<file path="src/rtl/core/mtp_pkg.sv">
package mtp_pkg;

  localparam int unsigned STATE_DEPTH  = 624;
  localparam int unsigned TWIST_OFFSET = 397;
  localparam int unsigned ADDR_W       = $clog2(STATE_DEPTH);
  localparam int unsigned WORD_W       = 32;

  localparam logic [ADDR_W-1:0] LAST_IDX = ADDR_W'(STATE_DEPTH - 1);
  localparam logic [ADDR_W:0]   OFFSET_W = (ADDR_W + 1)'(TWIST_OFFSET);
  localparam logic [ADDR_W:0]   DEPTH_W  = (ADDR_W + 1)'(STATE_DEPTH);

  localparam logic [WORD_W-1:0] MT_MATRIX   = 32'h9908_b0df;
  localparam logic [WORD_W-1:0] MT_INIT_MUL = 32'd1812433253;
  localparam logic [WORD_W-1:0] MT_SEED_RST = 32'd5489;
  localparam logic [WORD_W-1:0] TEMPER_B    = 32'h9d2c_5680;
  localparam logic [WORD_W-1:0] TEMPER_C    = 32'hefc6_0000;

  typedef enum logic [1:0] {
    ST_IDLE,
    ST_SEED,
    ST_READ,
    ST_CALC
  } mtp_state_t;

  typedef struct packed {
    logic              we;
    logic [ADDR_W-1:0] waddr;
    logic [WORD_W-1:0] wdata;
    logic              re;
    logic [ADDR_W-1:0] raddr_a;
    logic [ADDR_W-1:0] raddr_b;
  } mtp_ram_ctrl_t;

endpackage

</file>
<file path="src/rtl/core/mtp_twist_temper.sv">
module mtp_twist_temper (
  input  logic [mtp_pkg::WORD_W-1:0] cur_word,
  input  logic [mtp_pkg::WORD_W-1:0] next_word,
  input  logic [mtp_pkg::WORD_W-1:0] far_word,
  output logic [mtp_pkg::WORD_W-1:0] twisted,
  output logic [mtp_pkg::WORD_W-1:0] tempered
);

  logic [mtp_pkg::WORD_W-1:0] h;
  logic [mtp_pkg::WORD_W-1:0] t1;
  logic [mtp_pkg::WORD_W-1:0] t2;
  logic [mtp_pkg::WORD_W-1:0] t3;

  always_comb begin
    h       = {cur_word[31], next_word[30:0]};
    twisted = far_word ^ (h >> 1) ^ (h[0] ? mtp_pkg::MT_MATRIX : '0);
    t1       = twisted ^ (twisted >> 11);
    t2       = t1 ^ ((t1 << 7) & mtp_pkg::TEMPER_B);
    t3       = t2 ^ ((t2 << 15) & mtp_pkg::TEMPER_C);
    tempered = t3 ^ (t3 >> 18);
  end

endmodule
</file>
<file path="config.mk">
export PLATFORM = sky130hd
export DESIGN_NAME = mtp_twist_temper
export DESIGN_NICKNAME = d
export VERILOG_FILES = /design/src/rtl/core/mtp_pkg.sv /design/src/rtl/core/mtp_twist_temper.sv
export SDC_FILE = /design/constraint.sdc
export NUM_CORES = 1
export LEC_CHECK = 0
export CAP_MARGIN = 20
export CORE_AREA = 2 2 62 64
export DETAILED_ROUTE_END_ITERATION = 10
export DIE_AREA = 0 0 64 66
export DONT_BUFFER_PORTS = 1
export GPL_TIMING_DRIVEN = 0
export PLACE_DENSITY = 0.53
export SLEW_MARGIN = 20
export SYNTH_ARGS = -nofsm -noshare
export SYNTH_HDL_FRONTEND = slang
export SYNTH_SLANG_ARGS = --single-unit
export TNS_END_PERCENT = 10
</file>
<file path="constraint.sdc">
create_clock -name vclk -period 3.3
set_input_delay 0.825 -clock vclk [all_inputs]
set_output_delay 0.825 -clock vclk [all_outputs]
set_load 0.01 [all_outputs]
</file>
==> metrics.txt <==
result of the run finished clean; total power consumption of the routed design 687 uW; Layout fillers between 300 and 400; Multi-input gate area around 1200 um^2; detailed-route wire length per cell between 15 and 20 um; routed wire length 2.49 mm; effective utilization at floorplan between 30% and 40%; average instance area after synthesis roughly 11 um^2; Setup Crit Path Kind in2out; number of max-slew violations in the final report 0; largest voltage drop on the vdd net 0.190 mV; number of setup buffers added after CTS 0; leading cell type in the layout, fill and taps excluded sky130_fd_sc_hd__xnor2_1; count of vias placed by the detailed router ~740; total of hold buffers inserted after clock tree synthesis 0; count of clock buffers in the final design 0; Tmin final 3.18 ns; Critical Path Start Type input port; CTS-repair resized insts 0; required time of the critical path about 2.5 ns; Final #Nets about 210; height of the chip around 66 um; Total Negative Setup Slacks 0 ns; DRC violations left 0; maximum capacitance violations 0; kind of capture point of the worst setup path output port; number of instances in the synthesized netlist approximately 110; number of hold violations in the final report 0; count of different cell masters after synthesis 14; Max-Slew Margin vs Limit 63.9%; Die Footprint between 4000 and 5000 um^2; Vias per Instance ~4.6; final core utilization 36.0%; count of antenna-violating nets left after detailed routing 0; area added between synthesis and finish 4.93%; yosys synthesis warning count 0; area inside the core boundary 3550 um^2; HPWL after detailed placement approximately 2.3 mm; type of the tightest min-delay check in2out; num rows 22; Worst Hold End twisted[18]; overflow left after global routing 0; Starting DRT DRC Count 16; Total Routing Usage GR 9.92%; most frequent cells in the layout sky130_fd_sc_hd__xnor2_1 (48), sky130_fd_sc_hd__xor2_1 (31), sky130_fd_sc_hd__inv_1 (12); share of post-route cells with drive strength above 1 15.8%; worst slew pin tran ~0.54 ns; antenna cell count 0; largest net degree at the start of global routing 11; count of port buffers added during placement 0; Seq cells 0; Top-Level Pins 160; largest fanout on the critical path 6; GP Congestion between 0.7 and 0.8; reported leakage power around 0.00055 uW; setup repair after global routing missed its margin false; Detailed Routing Iterations Pass 1 3; width of the chip roughly 64 um; ratio of final minimum period to clock period 96.5%; arrival time of data at the critical path endpoint between 2 and 2.5 ns; combined area of all synthesized cells 1220 um^2; area taken by flip-flops and latches 0 um^2; number of antenna violations at the first check in global routing 0; via count of the first global-routing pass just over 700; Fin Hold WS about 1.7 ns; launch point of the worst hold path far_word[18]; cell depth of the worst min-delay path 1; total power divided by cell area between 500 and 600 nW/um^2; fmax 0.314 GHz; global-route wire length before repair about 3.4 mm; share of the yosys chip area belonging to registers 0%; net count of the mapped netlist 210; Setup Viol. Count Final 0
worst max-delay path: stages:
cell and delay [ns]:
sky130_fd_sc_hd__buf_6 0.10, sky130_fd_sc_hd__xnor3_2 0.45, sky130_fd_sc_hd__xnor3_2 0.43, sky130_fd_sc_hd__xnor3_2 0.28, sky130_fd_sc_hd__xnor2_1 0.27
kinds of logic after synthesis:
kind of cell / synth area share (%)
xor gates and xnor gates: 95.0
buffers and inverters: 5.04
metal layers:
metal / GRT usage [%] / vias up / share of wire, %
li1: - / 340 / -
met1: 10.6 / 339 / 33
met2: 19.8 / 65 / 54
met3: 3.24 / 0 / 13
met4: 0 / 0 / 0
met5: 0 / - / 0
per-stage QoR:
| step | area (um^2) | worst slack [ns] | instances |
|---|---|---|---|
| after global placement | 1280 | 0.0957 | 162 |
| final | 1280 | 0.115 | 162 |
| after CTS | 1280 | 0.0927 | 162 |
| after global routing | 1280 | 0.0381 | 162 |
| after floorplan | 1220 | 0.207 | 114 |
| after detailed placement | 1280 | 0.0997 | 162 |
cell usage after synthesis, drive strengths merged:
| library cell | count | area, um^2 |
|---|---|---|
| buf | 2 | 16.3 |
| inv | 12 | 45.0 |
| xnor2 | 51 | 480 |
| xnor3 | 10 | 235 |
| xor2 | 37 | 392 |
| xor3 | 2 | 48.8 |
area by class of cell:
| class | instances | area share (%) |
|---|---|---|
| well taps | 48 | 4.70 |
| multi-input cells | 100 | 90.5 |
| inverters | 12 | 3.53 |
| plain buffers | 2 | 1.27 |
power breakdown:
group / switching, uW / internal (uW)
sequential: 0 / 0
combinational: 407 / 280
clock: 0 / 0
worst max path at each step:
stage,endpoint,startpoint,cells after the start,slack [ns]
global placement,tempered[24],next_word[0],5,0.1
CTS,tempered[24],next_word[0],5,0.09
detailed placement,tempered[24],next_word[0],5,0.1
floorplan,tempered[4],next_word[0],5,0.21
global route,tempered[9],next_word[0],6,0.04
finish,tempered[24],next_word[0],5,0.12
Power figures use the tool's default switching activity.
