--- config.mk ---
export PLATFORM = sky130hd
export DESIGN_NAME = mtp_seed_gen
export DESIGN_NICKNAME = d
export VERILOG_FILES = /design/src/rtl/core/mtp_pkg.sv /design/src/rtl/core/mtp_seed_gen.sv
export SDC_FILE = /design/constraint.sdc
export NUM_CORES = 1
export LEC_CHECK = 0
export BUFFER_PORTS_ARGS = -buffer_cell sky130_fd_sc_hd__buf_4
export CAP_MARGIN = 10
export CORE_MARGIN = 2
export CORE_UTILIZATION = 60
export DETAILED_ROUTE_END_ITERATION = 16
export GPL_ROUTABILITY_DRIVEN = 0
export GPL_TIMING_DRIVEN = 1
export PLACE_DENSITY = 0.86
export SYNTH_ARGS = -nofsm -noshare
export SYNTH_HDL_FRONTEND = slang
export SYNTH_SLANG_ARGS = --single-unit
--- constraint.sdc ---
create_clock -name clk -period 9 [get_ports clk]
set_input_delay 0.9 -clock clk [delete_from_list [all_inputs] [get_ports clk]]
set_output_delay 0.9 -clock clk [all_outputs]
set_load 0.05 [all_outputs]
--- src/rtl/core/mtp_pkg.sv ---
package mtp_pkg;

  localparam int unsigned STATE_DEPTH  = 624;
  localparam int unsigned TWIST_OFFSET = 397;
  localparam int unsigned ADDR_W       = $clog2(STATE_DEPTH);
  localparam int unsigned WORD_W       = 32;

  localparam logic [ADDR_W-1:0] LAST_IDX = ADDR_W'(STATE_DEPTH - 1);
  localparam logic [ADDR_W:0]   OFFSET_W = (ADDR_W + 1)'(TWIST_OFFSET);
  localparam logic [ADDR_W:0]   DEPTH_W  = (ADDR_W + 1)'(STATE_DEPTH);

  localparam logic [WORD_W-1:0] MT_MATRIX   = 32'h9908_b0df;
  localparam logic [WORD_W-1:0] MT_INIT_MUL = 32'd1812433253;
  localparam logic [WORD_W-1:0] MT_SEED_RST = 32'd5489;
  localparam logic [WORD_W-1:0] TEMPER_B    = 32'h9d2c_5680;
  localparam logic [WORD_W-1:0] TEMPER_C    = 32'hefc6_0000;

  typedef enum logic [1:0] {
    ST_IDLE,
    ST_SEED,
    ST_READ,
    ST_CALC
  } mtp_state_t;

  typedef struct packed {
    logic              we;
    logic [ADDR_W-1:0] waddr;
    logic [WORD_W-1:0] wdata;
    logic              re;
    logic [ADDR_W-1:0] raddr_a;
    logic [ADDR_W-1:0] raddr_b;
  } mtp_ram_ctrl_t;

endpackage

--- src/rtl/core/mtp_seed_gen.sv ---
module mtp_seed_gen (
  input  logic                                clk,
  input  logic                                en,
  input  logic [mtp_pkg::ADDR_W-1:0]          idx,
  input  logic [mtp_pkg::WORD_W-1:0]          seed,
  output logic [mtp_pkg::WORD_W-1:0]          word
);

  logic [mtp_pkg::WORD_W-1:0] prev_r;
  logic [mtp_pkg::WORD_W-1:0] mixed;
  logic [mtp_pkg::WORD_W-1:0] prod;

  // word[k] = MUL * (word[k-1] ^ (word[k-1] >> 30)) + k, low 32 bits
  assign mixed = prev_r ^ (prev_r >> 30);
  assign prod  = mtp_pkg::WORD_W'(mtp_pkg::MT_INIT_MUL * mixed);
  assign word  = (idx == '0) ? seed
                             : prod + mtp_pkg::WORD_W'(idx);

  always_ff @(posedge clk) begin
    if (en) begin
      prev_r <= word;
    end
  end

endmodule

==> results of run 1 <==
-- worst max-delay path, cell delays in order (launching register included) --
cell      delay, ns
edfxtp_1       0.60
ha_1           0.39
ha_1           0.31
fa_1           0.52
inv_1          0.06
fa_1           0.50
inv_1          0.06
fa_1           0.51
inv_1          0.06
fa_1           0.53
inv_1          0.05
fa_1           0.47
inv_1          0.05
fa_1           0.47
inv_1          0.04
ha_1           0.35
and3_1         0.22
and3_1         0.21
a22oi_1        0.44
nand2_1        0.10
o21ai_0        0.58
o21ai_0        0.24
xnor2_1        0.16
a21oi_1        0.19
buf_4          0.23
-- cells by family (layout without fill, tap and decap cells) --
group                    count (synthesis)  after routing  synth area share
adder cells (fa/ha/maj)                389            389            0.6198
multiplexers                             3              3          0.003094
AND/OR/NAND/NOR                        103            103           0.04912
buffers and inverters                  272            352            0.1055
AO/OA/AOI/OAI                          111            111           0.07568
XOR/XNOR                                53             53           0.04783
flip-flops                              32             32           0.09901
-- per-stage QoR --
stage | setup WS (ns) | area (um^2) | cells
floorplan | 0.6313 | 9706 | 963
global placement | 1.192 | 10540 | 1251
detailed placement | 0.9547 | 10540 | 1251
CTS | 0.6390 | 10690 | 1259
global route | 0.2232 | 10690 | 1259
finish | 0.4640 | 10690 | 1259
-- cells in the final DEF (no fill, tap or decap), types with 5 or more instances in the layout --
master       n
buf_4       80
clkbuf_16    5
nand3_1      6
nand2_1     45
a21o_1       5
o21bai_1     5
fa_1       153
and3_1       5
xnor2_1     38
o21ai_0     28
a21oi_1     35
ha_1       236
inv_1      264
nor2_1      23
edfxtp_1    32
xor2_1      15
-- how the worst min path moves through the flow --
stage / from / endpoint / depth (start not counted)
after global routing: seed[1] / prev_r[1]$_DFFE_PP_ / 3
after CTS: seed[2] / prev_r[2]$_DFFE_PP_ / 3
after detailed placement: prev_r[0]$_DFFE_PP_ / prev_r[0]$_DFFE_PP_ / 4
after floorplan: en / prev_r[0]$_DFFE_PP_ / 0
final: seed[1] / prev_r[1]$_DFFE_PP_ / 3
after global placement: prev_r[0]$_DFFE_PP_ / prev_r[0]$_DFFE_PP_ / 4
-- layout make-up --
type | count | area (um^2)
sequential | 32 | 960.9
multi-input combinational | 659 | 7721
timing repair buffer | 80 | 600.6
tap | 216 | 270.3
clock inverter | 2 | 16.27
inverter | 264 | 991.0
clock buffer | 6 | 128.9
fill | 1083 | 5139
-- metal layers --
metal	up-vias	GRT usage
li1	3238	-
met1	3572	0.3752
met2	379	0.5465
met3	98	0.04938
met4	0	0.1685
met5	-	0
==> impl_metrics.json, run 1 <==
{
  "status": "complete, no violations",
  "holdWs_ns": 0.9019,
  "grt_pass1_wl_um": 41570,
  "reg_top3": "prev_r: 32 flops",
  "postCtsSetupBuffers": 0,
  "critPathCaptureType": "primary output",
  "postSynth.asyncResetShare": 0,
  "synth_cell_types": 51,
  "required_ns": 8.10,
  "clock_path_buffers": 2,
  "num_vias": 7287,
  "setup_tns_ns": 0,
  "fin_util": 0.6753,
  "finalWirelength_um": 25840,
  "die_area_mm2": 0.01721,
  "synth.area.top_cells": "fa_1, ha_1, inv_1",
  "routed_via_density": 5.788,
  "fin_crit_ns": 8.536,
  "synth.most_common_cell": "inv_1",
  "critPathCapture": "word[28]",
  "die_x_um": 131.2,
  "syn2layout_area_growth_pct": 10.13,
  "syn_inst": 963,
  "die_y_um": 131.2,
  "grt_max_degree": 33,
  "clk_pin_slew_worst_paths_ns": 0.07,
  "start_kind": "flop",
  "hp-class": "primary input to flop",
  "syn_area_per_cell_um2": 10.08,
  "drv_slew": 0,
  "drc": 0,
  "fmax_ghz": 0.1172,
  "synth_area_mm2": 0.009706,
  "regMostFlops": "prev_r",
  "synth_common_cells": "inv_1, ha_1, fa_1",
  "antenna_cells": 0,
  "cts.htree.levels": 2,
  "core_area_mm2": 0.01583,
  "wl_met1_um": 9598,
  "hold_viol": 0,
  "synth_edf_count": 32,
  "largest_reg_flops": 32,
  "grt_pass1_vias": 8200,
  "reg2reg_to": "prev_r[30]$_DFFE_PP_",
  "synth_largest_area_cell": "fa_1",
  "cts_resized": 0,
  "crit_start": "prev_r[12]$_DFFE_PP_",
  "ys_seq_area_frac": 0.09901,
  "fin_skew_ns": 0.01349,
  "worst_pin_slew_ns": 0.7635,
  "ys_warn_count": 0,
  "grt_overflow_total": 0,
  "fp-row-count": 46,
  "top_layer_used": "met4",
  "drt-pass1-iter-count": 5,
  "rrSetupSlack_ns": 1.66,
  "fin_crit_sh": 0.9484,
  "ant_nets": 0,
  "rsz0062_at_grt": "false",
  "crit_fanout": 10,
  "reg2reg_depth": 23,
  "rr_startpoint": "prev_r[12]$_DFFE_PP_",
  "avgRoutedWirePerCell_um": 20.52,
  "drive_above_1_share": 0.09300,
  "ctsHoldBuffers": 0,
  "wl_met2_um": 12710,
  "path_class": "flop to primary output",
  "insertion_delay_ns": 0.30,
  "synth_ff_type": "edfxtp_1",
  "global_route.usage.total": 0.3142,
  "synth_top_cell_area_share": 0.3156,
  "start_util": 0.6132,
  "synth_nets": 1396,
  "synth-seq-cells": 32,
  "cts_made_buffers": 5,
  "cp.arrival_ns": 7.64,
  "cts_sinks": 32,
  "setup_violations": 0,
  "dr_wl_met3_um": 2131,
  "fin_nets": 1475,
  "dp_hpwl_um": 21820,
  "numPortBuffers": 75,
  "maxCapViolCount": 0,
  "antenna_found_initial": 0,
  "cts_tree": "yes",
  "relSlewSlack": 0.4866,
  "io_pins": 76,
  "drtIter0Drc": 420,
  "root_buffer": "clkbuf_16"
}
Power of run 1 is not shown: default switching activity piles up to over one toggle a cycle in this logic, so the estimate is an artifact.
==> run 2, diff against run 1 <==
CORE_UTILIZATION = 57   (was 60)
PLACE_DENSITY = 0.85   (was 0.86)
clock period = 7.1 ns   (was 9 ns; I/O delays follow)
==> impl_metrics.json, run 2 (same netlist as run 1, synthesis figures left out) <==
{
  "status": "finished with violations",
  "violations": "negative setup slack",
  "ant_nets": 0,
  "cts_made_buffers": 5,
  "hp-class": "primary input to flop",
  "core_area_mm2": 0.01664,
  "rrSetupSlack_ns": -0.19,
  "rsz0062_at_grt": "true",
  "largest_reg_flops": 32,
  "cp.arrival_ns": 6.95,
  "start_util": 0.5832,
  "fin_crit_sh": 1.079,
  "drtIter0Drc": 917,
  "path_class": "flop to primary output",
  "start_kind": "flop",
  "crit_start": "prev_r[1]$_DFFE_PP_",
  "grt_pass1_vias": 9431,
  "critPathCapture": "word[22]",
  "grt_max_degree": 33,
  "setup_ws_ns": -0.5628,
  "num_vias": 9035,
  "dp_hpwl_um": 23300,
  "drive_above_1_share": 0.2692,
  "insertion_delay_ns": 0.31,
  "root_buffer": "clkbuf_16",
  "grt_pass1_wl_um": 50180,
  "critPathCaptureType": "primary output",
  "die_area_mm2": 0.01809,
  "place_worst_setup_slack_ns": -0.1513,
  "required_ns": 6.39,
  "numPortBuffers": 75,
  "fin_skew_ns": 0.01613,
  "ctsHoldBuffers": 0,
  "hold_viol": 0,
  "layout.cells.most_common_list": "inv_1, ha_1, buf_4, fa_1, nand2_1",
  "relSlewSlack": 0.4281,
  "antenna_cells": 0,
  "fp-row-count": 47,
  "cts.htree.levels": 2,
  "drt-pass1-iter-count": 7,
  "global_route.usage.total": 0.3727,
  "routed_via_density": 6.624,
  "syn2layout_area_growth_pct": 27.14,
  "die_y_um": 134.5,
  "avgRoutedWirePerCell_um": 28.54,
  "fin_util": 0.7414,
  "regMostFlops": "prev_r",
  "finalWirelength_um": 38920,
  "reg_top3": "prev_r: 32 flops",
  "maxCapViolCount": 0,
  "die_x_um": 134.5,
  "grt_overflow_total": 0,
  "io_pins": 76,
  "fin_nets": 1576,
  "worst_pin_slew_ns": 0.8578,
  "rr_startpoint": "prev_r[1]$_DFFE_PP_",
  "clock_path_buffers": 2,
  "crit_fanout": 3,
  "cts_sinks": 32,
  "fin_crit_ns": 7.663,
  "reg2reg_depth": 30,
  "min_delay_path_depth": 3,
  "clk_pin_slew_worst_paths_ns": 0.06,
  "setup_violations": 16,
  "reg2reg_to": "prev_r[30]$_DFFE_PP_",
  "filler_cell_count": 855,
  "final_common_cell": "inv_1",
  "fmax_ghz": 0.1305,
  "drc": 0,
  "drv_slew": 0,
  "cts_tree": "yes",
  "antenna_found_initial": 0
}
## run 2: cell count changes in the layout (fill, tap and decap cells not counted), sizes merged
cell	previous run	this run
clkinvlp	1	0
buf	80	181
bufinv	0	1
## run 2: area by class of cell
cell class | count | area (um^2) | area share
clock inverter | 2 | 35.03 | 0.002839
timing repair buffer | 181 | 1464 | 0.1186
tap | 220 | 275.3 | 0.02231
inverter | 264 | 991.0 | 0.08031
sequential | 32 | 960.9 | 0.07787
multi-input combinational | 659 | 8484 | 0.6876
clock buffer | 6 | 128.9 | 0.01044
## run 2: stage by stage
| step | instances | hold slack, ns | cell area (um^2) | setup TNS (ns) |
|---|---|---|---|---|
| after floorplan | 963 | 0.8225 | 9782 | 0 |
| after global placement | 1305 | 0.9998 | 11000 | 0 |
| after detailed placement | 1305 | 1.004 | 11000 | -0.5142 |
| after CTS | 1349 | 0.7092 | 11860 | -0.08108 |
| after global routing | 1364 | 0.7438 | 12340 | -6.133 |
| final | 1364 | 0.7191 | 12340 | -5.068 |
## run 2: repair_timing
item                                   CTS  global route
setup endpoints to repair               16            17
resized for setup                       83            76
pin swaps                               50            51
endpoints found under the hold margin    0             0
gates cloned                             0             0
setup buffers                           36            20
## run 2: worst max-delay path, cell delays in order, from the launching register on
cell	delay, ns
edfxtp_1	0.44
xor2_2	0.24
inv_2	0.07
xnor2_2	0.15
ha_2	0.18
or2_4	0.26
ha_4	0.28
inv_2	0.04
fa_1	0.50
inv_1	0.08
ha_2	0.20
fa_1	0.52
fa_1	0.44
fa_1	0.51
inv_2	0.04
fa_1	0.51
inv_2	0.06
ha_4	0.22
and3_4	0.17
and3_4	0.20
o211ai_1	0.23
buf_4	0.21
nand3_1	0.11
a21oi_2	0.43
xor2_2	0.19
a21oi_2	0.19
buf_6	0.18
## run 2: how the worst min path moves through the flow
stage,to,startpoint,slack (ns)
2_1_floorplan,prev_r[0]$_DFFE_PP_,en,0.82
4_1_cts,prev_r[2]$_DFFE_PP_,seed[2],0.71
3_5_place_dp,prev_r[30]$_DFFE_PP_,seed[30],1.00
3_3_place_gp,prev_r[30]$_DFFE_PP_,seed[30],1.0
6_report,prev_r[3]$_DFFE_PP_,seed[3],0.72
5_1_grt,prev_r[3]$_DFFE_PP_,seed[3],0.74
## run 2: routing by layer
metal | routed length (um) | GRT usage | up-vias
li1 | - | - | 3445
met1 | 12110 | 0.4238 | 4244
met2 | 17210 | 0.6100 | 963
met3 | 5373 | 0.1092 | 383
met4 | 4226 | 0.2509 | 0
met5 | 0 | 0 | -
Power of run 2 is left out for the same reason.
==> run 3, diff against run 2 <==
CORE_ASPECT_RATIO = 2   (was not set)
MAX_ROUTING_LAYER = met4   (was not set)
==> impl_metrics.json, run 3 <==
{
  "endpoint_type": "primary output",
  "cts_sinks": 32,
  "syn_inst": 963,
  "die_x_um": 96.27,
  "grt_max_degree": 33,
  "die_y_um": 188.5,
  "ctsHoldBuffers": 0,
  "numPortBuffers": 75,
  "place_worst_setup_slack_ns": -0.3442,
  "synth_nets": 1396,
  "synth_largest_area_cell": "fa_1",
  "cts.htree.levels": 2,
  "synth-seq-cells": 32,
  "grt_overflow_total": 1,
  "synth_common_cells": "inv_1, ha_1, fa_1",
  "syn_area_per_cell_um2": 10.08,
  "ys_seq_area_frac": 0.09901,
  "cts_made_buffers": 5,
  "synth_edf_count": 32,
  "error_line": "[ERROR GRT-0232] Routing congestion too high. Check the congestion heatmap in the GUI.",
  "postGrtWorstEndpoint": "word[27]",
  "root_buffer": "clkbuf_16",
  "synth.area.top_cells": "fa_1, ha_1, inv_1",
  "synth_top_cell_area_share": 0.3156,
  "synth.most_common_cell": "inv_1",
  "synth_cell_types": 51,
  "dp_hpwl_um": 24260,
  "global_route.usage.total": 0.5423,
  "ys_warn_count": 0,
  "synth_area_mm2": 0.009706,
  "clock_path_buffers": 2,
  "start_util": 0.5818,
  "fp-row-count": 67,
  "synth_ff_type": "edfxtp_1",
  "status": "did not finish",
  "stop_stage": "5_1_grt",
  "io_pins": 76,
  "postSynth.asyncResetShare": 0
}
run 3: cell counts after synthesis:
No cell type changed its count.
run 3: stage by stage:
stage	cells	instance area, um^2
after detailed placement	1320	11190
after CTS	1357	12110
after global placement	1320	11190
after floorplan	963	9782
run 3: cell families after synthesis:
kind of cell	count (synthesis)	synth area share
compound gates	111	0.07568
xor+xnor	53	0.04783
fa+ha+maj	389	0.6198
buf+inv	272	0.1055
flops	32	0.09901
mux	3	0.003094
simple gates	103	0.04912
run 3: repair_timing:
action	4_1_cts
pin swaps	70
setup endpoints to repair	16
resized for setup	111
cloned	0
setup buffers	30
run 3: metal layers:
layer  overflow  GRT usage
met4          1     0.5813
met3          0     0.2535
met1          0     0.5029
met5          -          -
met2          0     0.7556
==> run 4, diff against run 3 <==
CORE_ASPECT_RATIO = not set   (was 2)
CORE_UTILIZATION = 40   (was 57)
MAX_ROUTING_LAYER = not set   (was met4)
PLACE_DENSITY = not set   (was 0.85)
PLACE_DENSITY_LB_ADDON = 0.15   (was not set)
clock period = 9.2 ns   (was 7.1 ns; I/O delays follow)
==> impl_metrics.json, run 4 (same netlist as run 1, synthesis figures left out) <==
{
  "drc": 0,
  "crit_start": "prev_r[31]$_DFFE_PP_",
  "cts_sinks": 32,
  "cts_tree": "yes",
  "io_pins": 76,
  "grt_overflow_total": 0,
  "ctsHoldBuffers": 0,
  "fin_util": 0.4507,
  "start_kind": "flop",
  "layout.cells.most_common_list": "inv_1, ha_1, fa_1, buf_4, nand2_1",
  "drtIter0Drc": 264,
  "avgRoutedWirePerCell_um": 18.43,
  "filler_cell_count": 2326,
  "clock_path_buffers": 2,
  "antenna_found_initial": 0,
  "status": "complete, no violations",
  "drv_slew": 0,
  "required_ns": 8.28,
  "cts.htree.levels": 2,
  "setup_tns_ns": 0,
  "fin_nets": 1476,
  "dp_hpwl_um": 21690,
  "critPathCapture": "word[28]",
  "reg_top3": "prev_r: 32 flops",
  "hold_viol": 0,
  "ant_nets": 0,
  "fin_skew_ns": 0.01484,
  "drive_above_1_share": 0.09483,
  "reg2reg_depth": 26,
  "hp-class": "primary input to flop",
  "drt-pass1-iter-count": 4,
  "antenna_cells": 0,
  "die_y_um": 159.8,
  "rr_startpoint": "prev_r[31]$_DFFE_PP_",
  "crit_path_top_delay_cell": "o21ai_0",
  "regMostFlops": "prev_r",
  "cts_made_buffers": 5,
  "rrSetupSlack_ns": 1.99,
  "crit_fanout": 8,
  "die_x_um": 159.8,
  "postCtsSetupBuffers": 0,
  "setup_violations": 0,
  "clk_pin_slew_worst_paths_ns": 0.06,
  "start_util": 0.4038,
  "max_stage_delay_ns": 0.72,
  "fmax_ghz": 0.1188,
  "core_area_mm2": 0.02403,
  "finalWirelength_um": 25210,
  "routed_via_density": 4.887,
  "die_area_mm2": 0.02553,
  "num_vias": 6686,
  "grt_pass1_wl_um": 40520,
  "maxCapViolCount": 0,
  "insertion_delay_ns": 0.30,
  "reg2reg_to": "prev_r[30]$_DFFE_PP_",
  "fp-row-count": 57,
  "syn2layout_area_growth_pct": 11.60,
  "numPortBuffers": 75,
  "grt_pass1_vias": 7252,
  "worst_pin_slew_ns": 0.8608,
  "critPathCaptureType": "primary output",
  "cp.arrival_ns": 7.50,
  "rsz0062_at_grt": "false",
  "relSlewSlack": 0.4201,
  "global_route.usage.total": 0.2093,
  "final_common_cell": "inv_1",
  "path_class": "flop to primary output",
  "fin_crit_sh": 0.9149,
  "fin_crit_ns": 8.417,
  "root_buffer": "clkbuf_16",
  "grt_max_degree": 33,
  "largest_reg_flops": 32,
  "cts_resized": 0
}
==> run 4: area by class of cell <==
type / instances / area [um^2] / share of cell area
timing repair buffer: 81 / 608.1 / 0.05614
tap: 324 / 405.4 / 0.03743
clock inverter: 3 / 18.77 / 0.001733
sequential: 32 / 960.9 / 0.08871
inverter: 264 / 991.0 / 0.09149
multi-input combinational: 659 / 7722 / 0.7130
clock buffer: 5 / 125.1 / 0.01155
==> run 4: per-stage QoR <==
| stage | instances | hold WS, ns | setup WS (ns) | instance area [um^2] |
|---|---|---|---|---|
| after detailed placement | 1360 | 1.022 | 1.056 | 10690 |
| final | 1368 | 0.9191 | 0.7826 | 10830 |
| after global placement | 1360 | 1.032 | 1.116 | 10690 |
| after CTS | 1368 | 0.9053 | 0.7342 | 10830 |
| after global routing | 1368 | 0.9298 | 0.2743 | 10830 |
| after floorplan | 963 | 1.033 | 0.8113 | 9706 |
==> run 4: critical path: cells and delay by family, from the launching register on <==
family	cells	cell delay, ns
AOI/OAI and AO/OA	4	1.40
xor gates and xnor gates	3	0.49
adders and majority gates	9	3.38
buffers and inverters	7	0.71
DFF	1	0.41
and+or+nand+nor	4	0.83
==> run 4: worst min path at each step <==
stage	start	endpoint	depth (start not counted)
final	seed[3]	prev_r[3]$_DFFE_PP_	3
after global routing	seed[3]	prev_r[3]$_DFFE_PP_	3
after CTS	seed[3]	prev_r[3]$_DFFE_PP_	3
after detailed placement	prev_r[0]$_DFFE_PP_	prev_r[0]$_DFFE_PP_	4
after global placement	prev_r[0]$_DFFE_PP_	prev_r[0]$_DFFE_PP_	4
after floorplan	en	prev_r[0]$_DFFE_PP_	0
==> run 4: metal layers <==
layer  share of wire  GRT usage  up-vias
met5               0          0        -
met4           0.017    0.04423        0
met3           0.032    0.01922       23
met2            0.47     0.3493      128
met1            0.48     0.2979     3288
li1                -          -     3247
Power of run 4 is left out for the same reason.
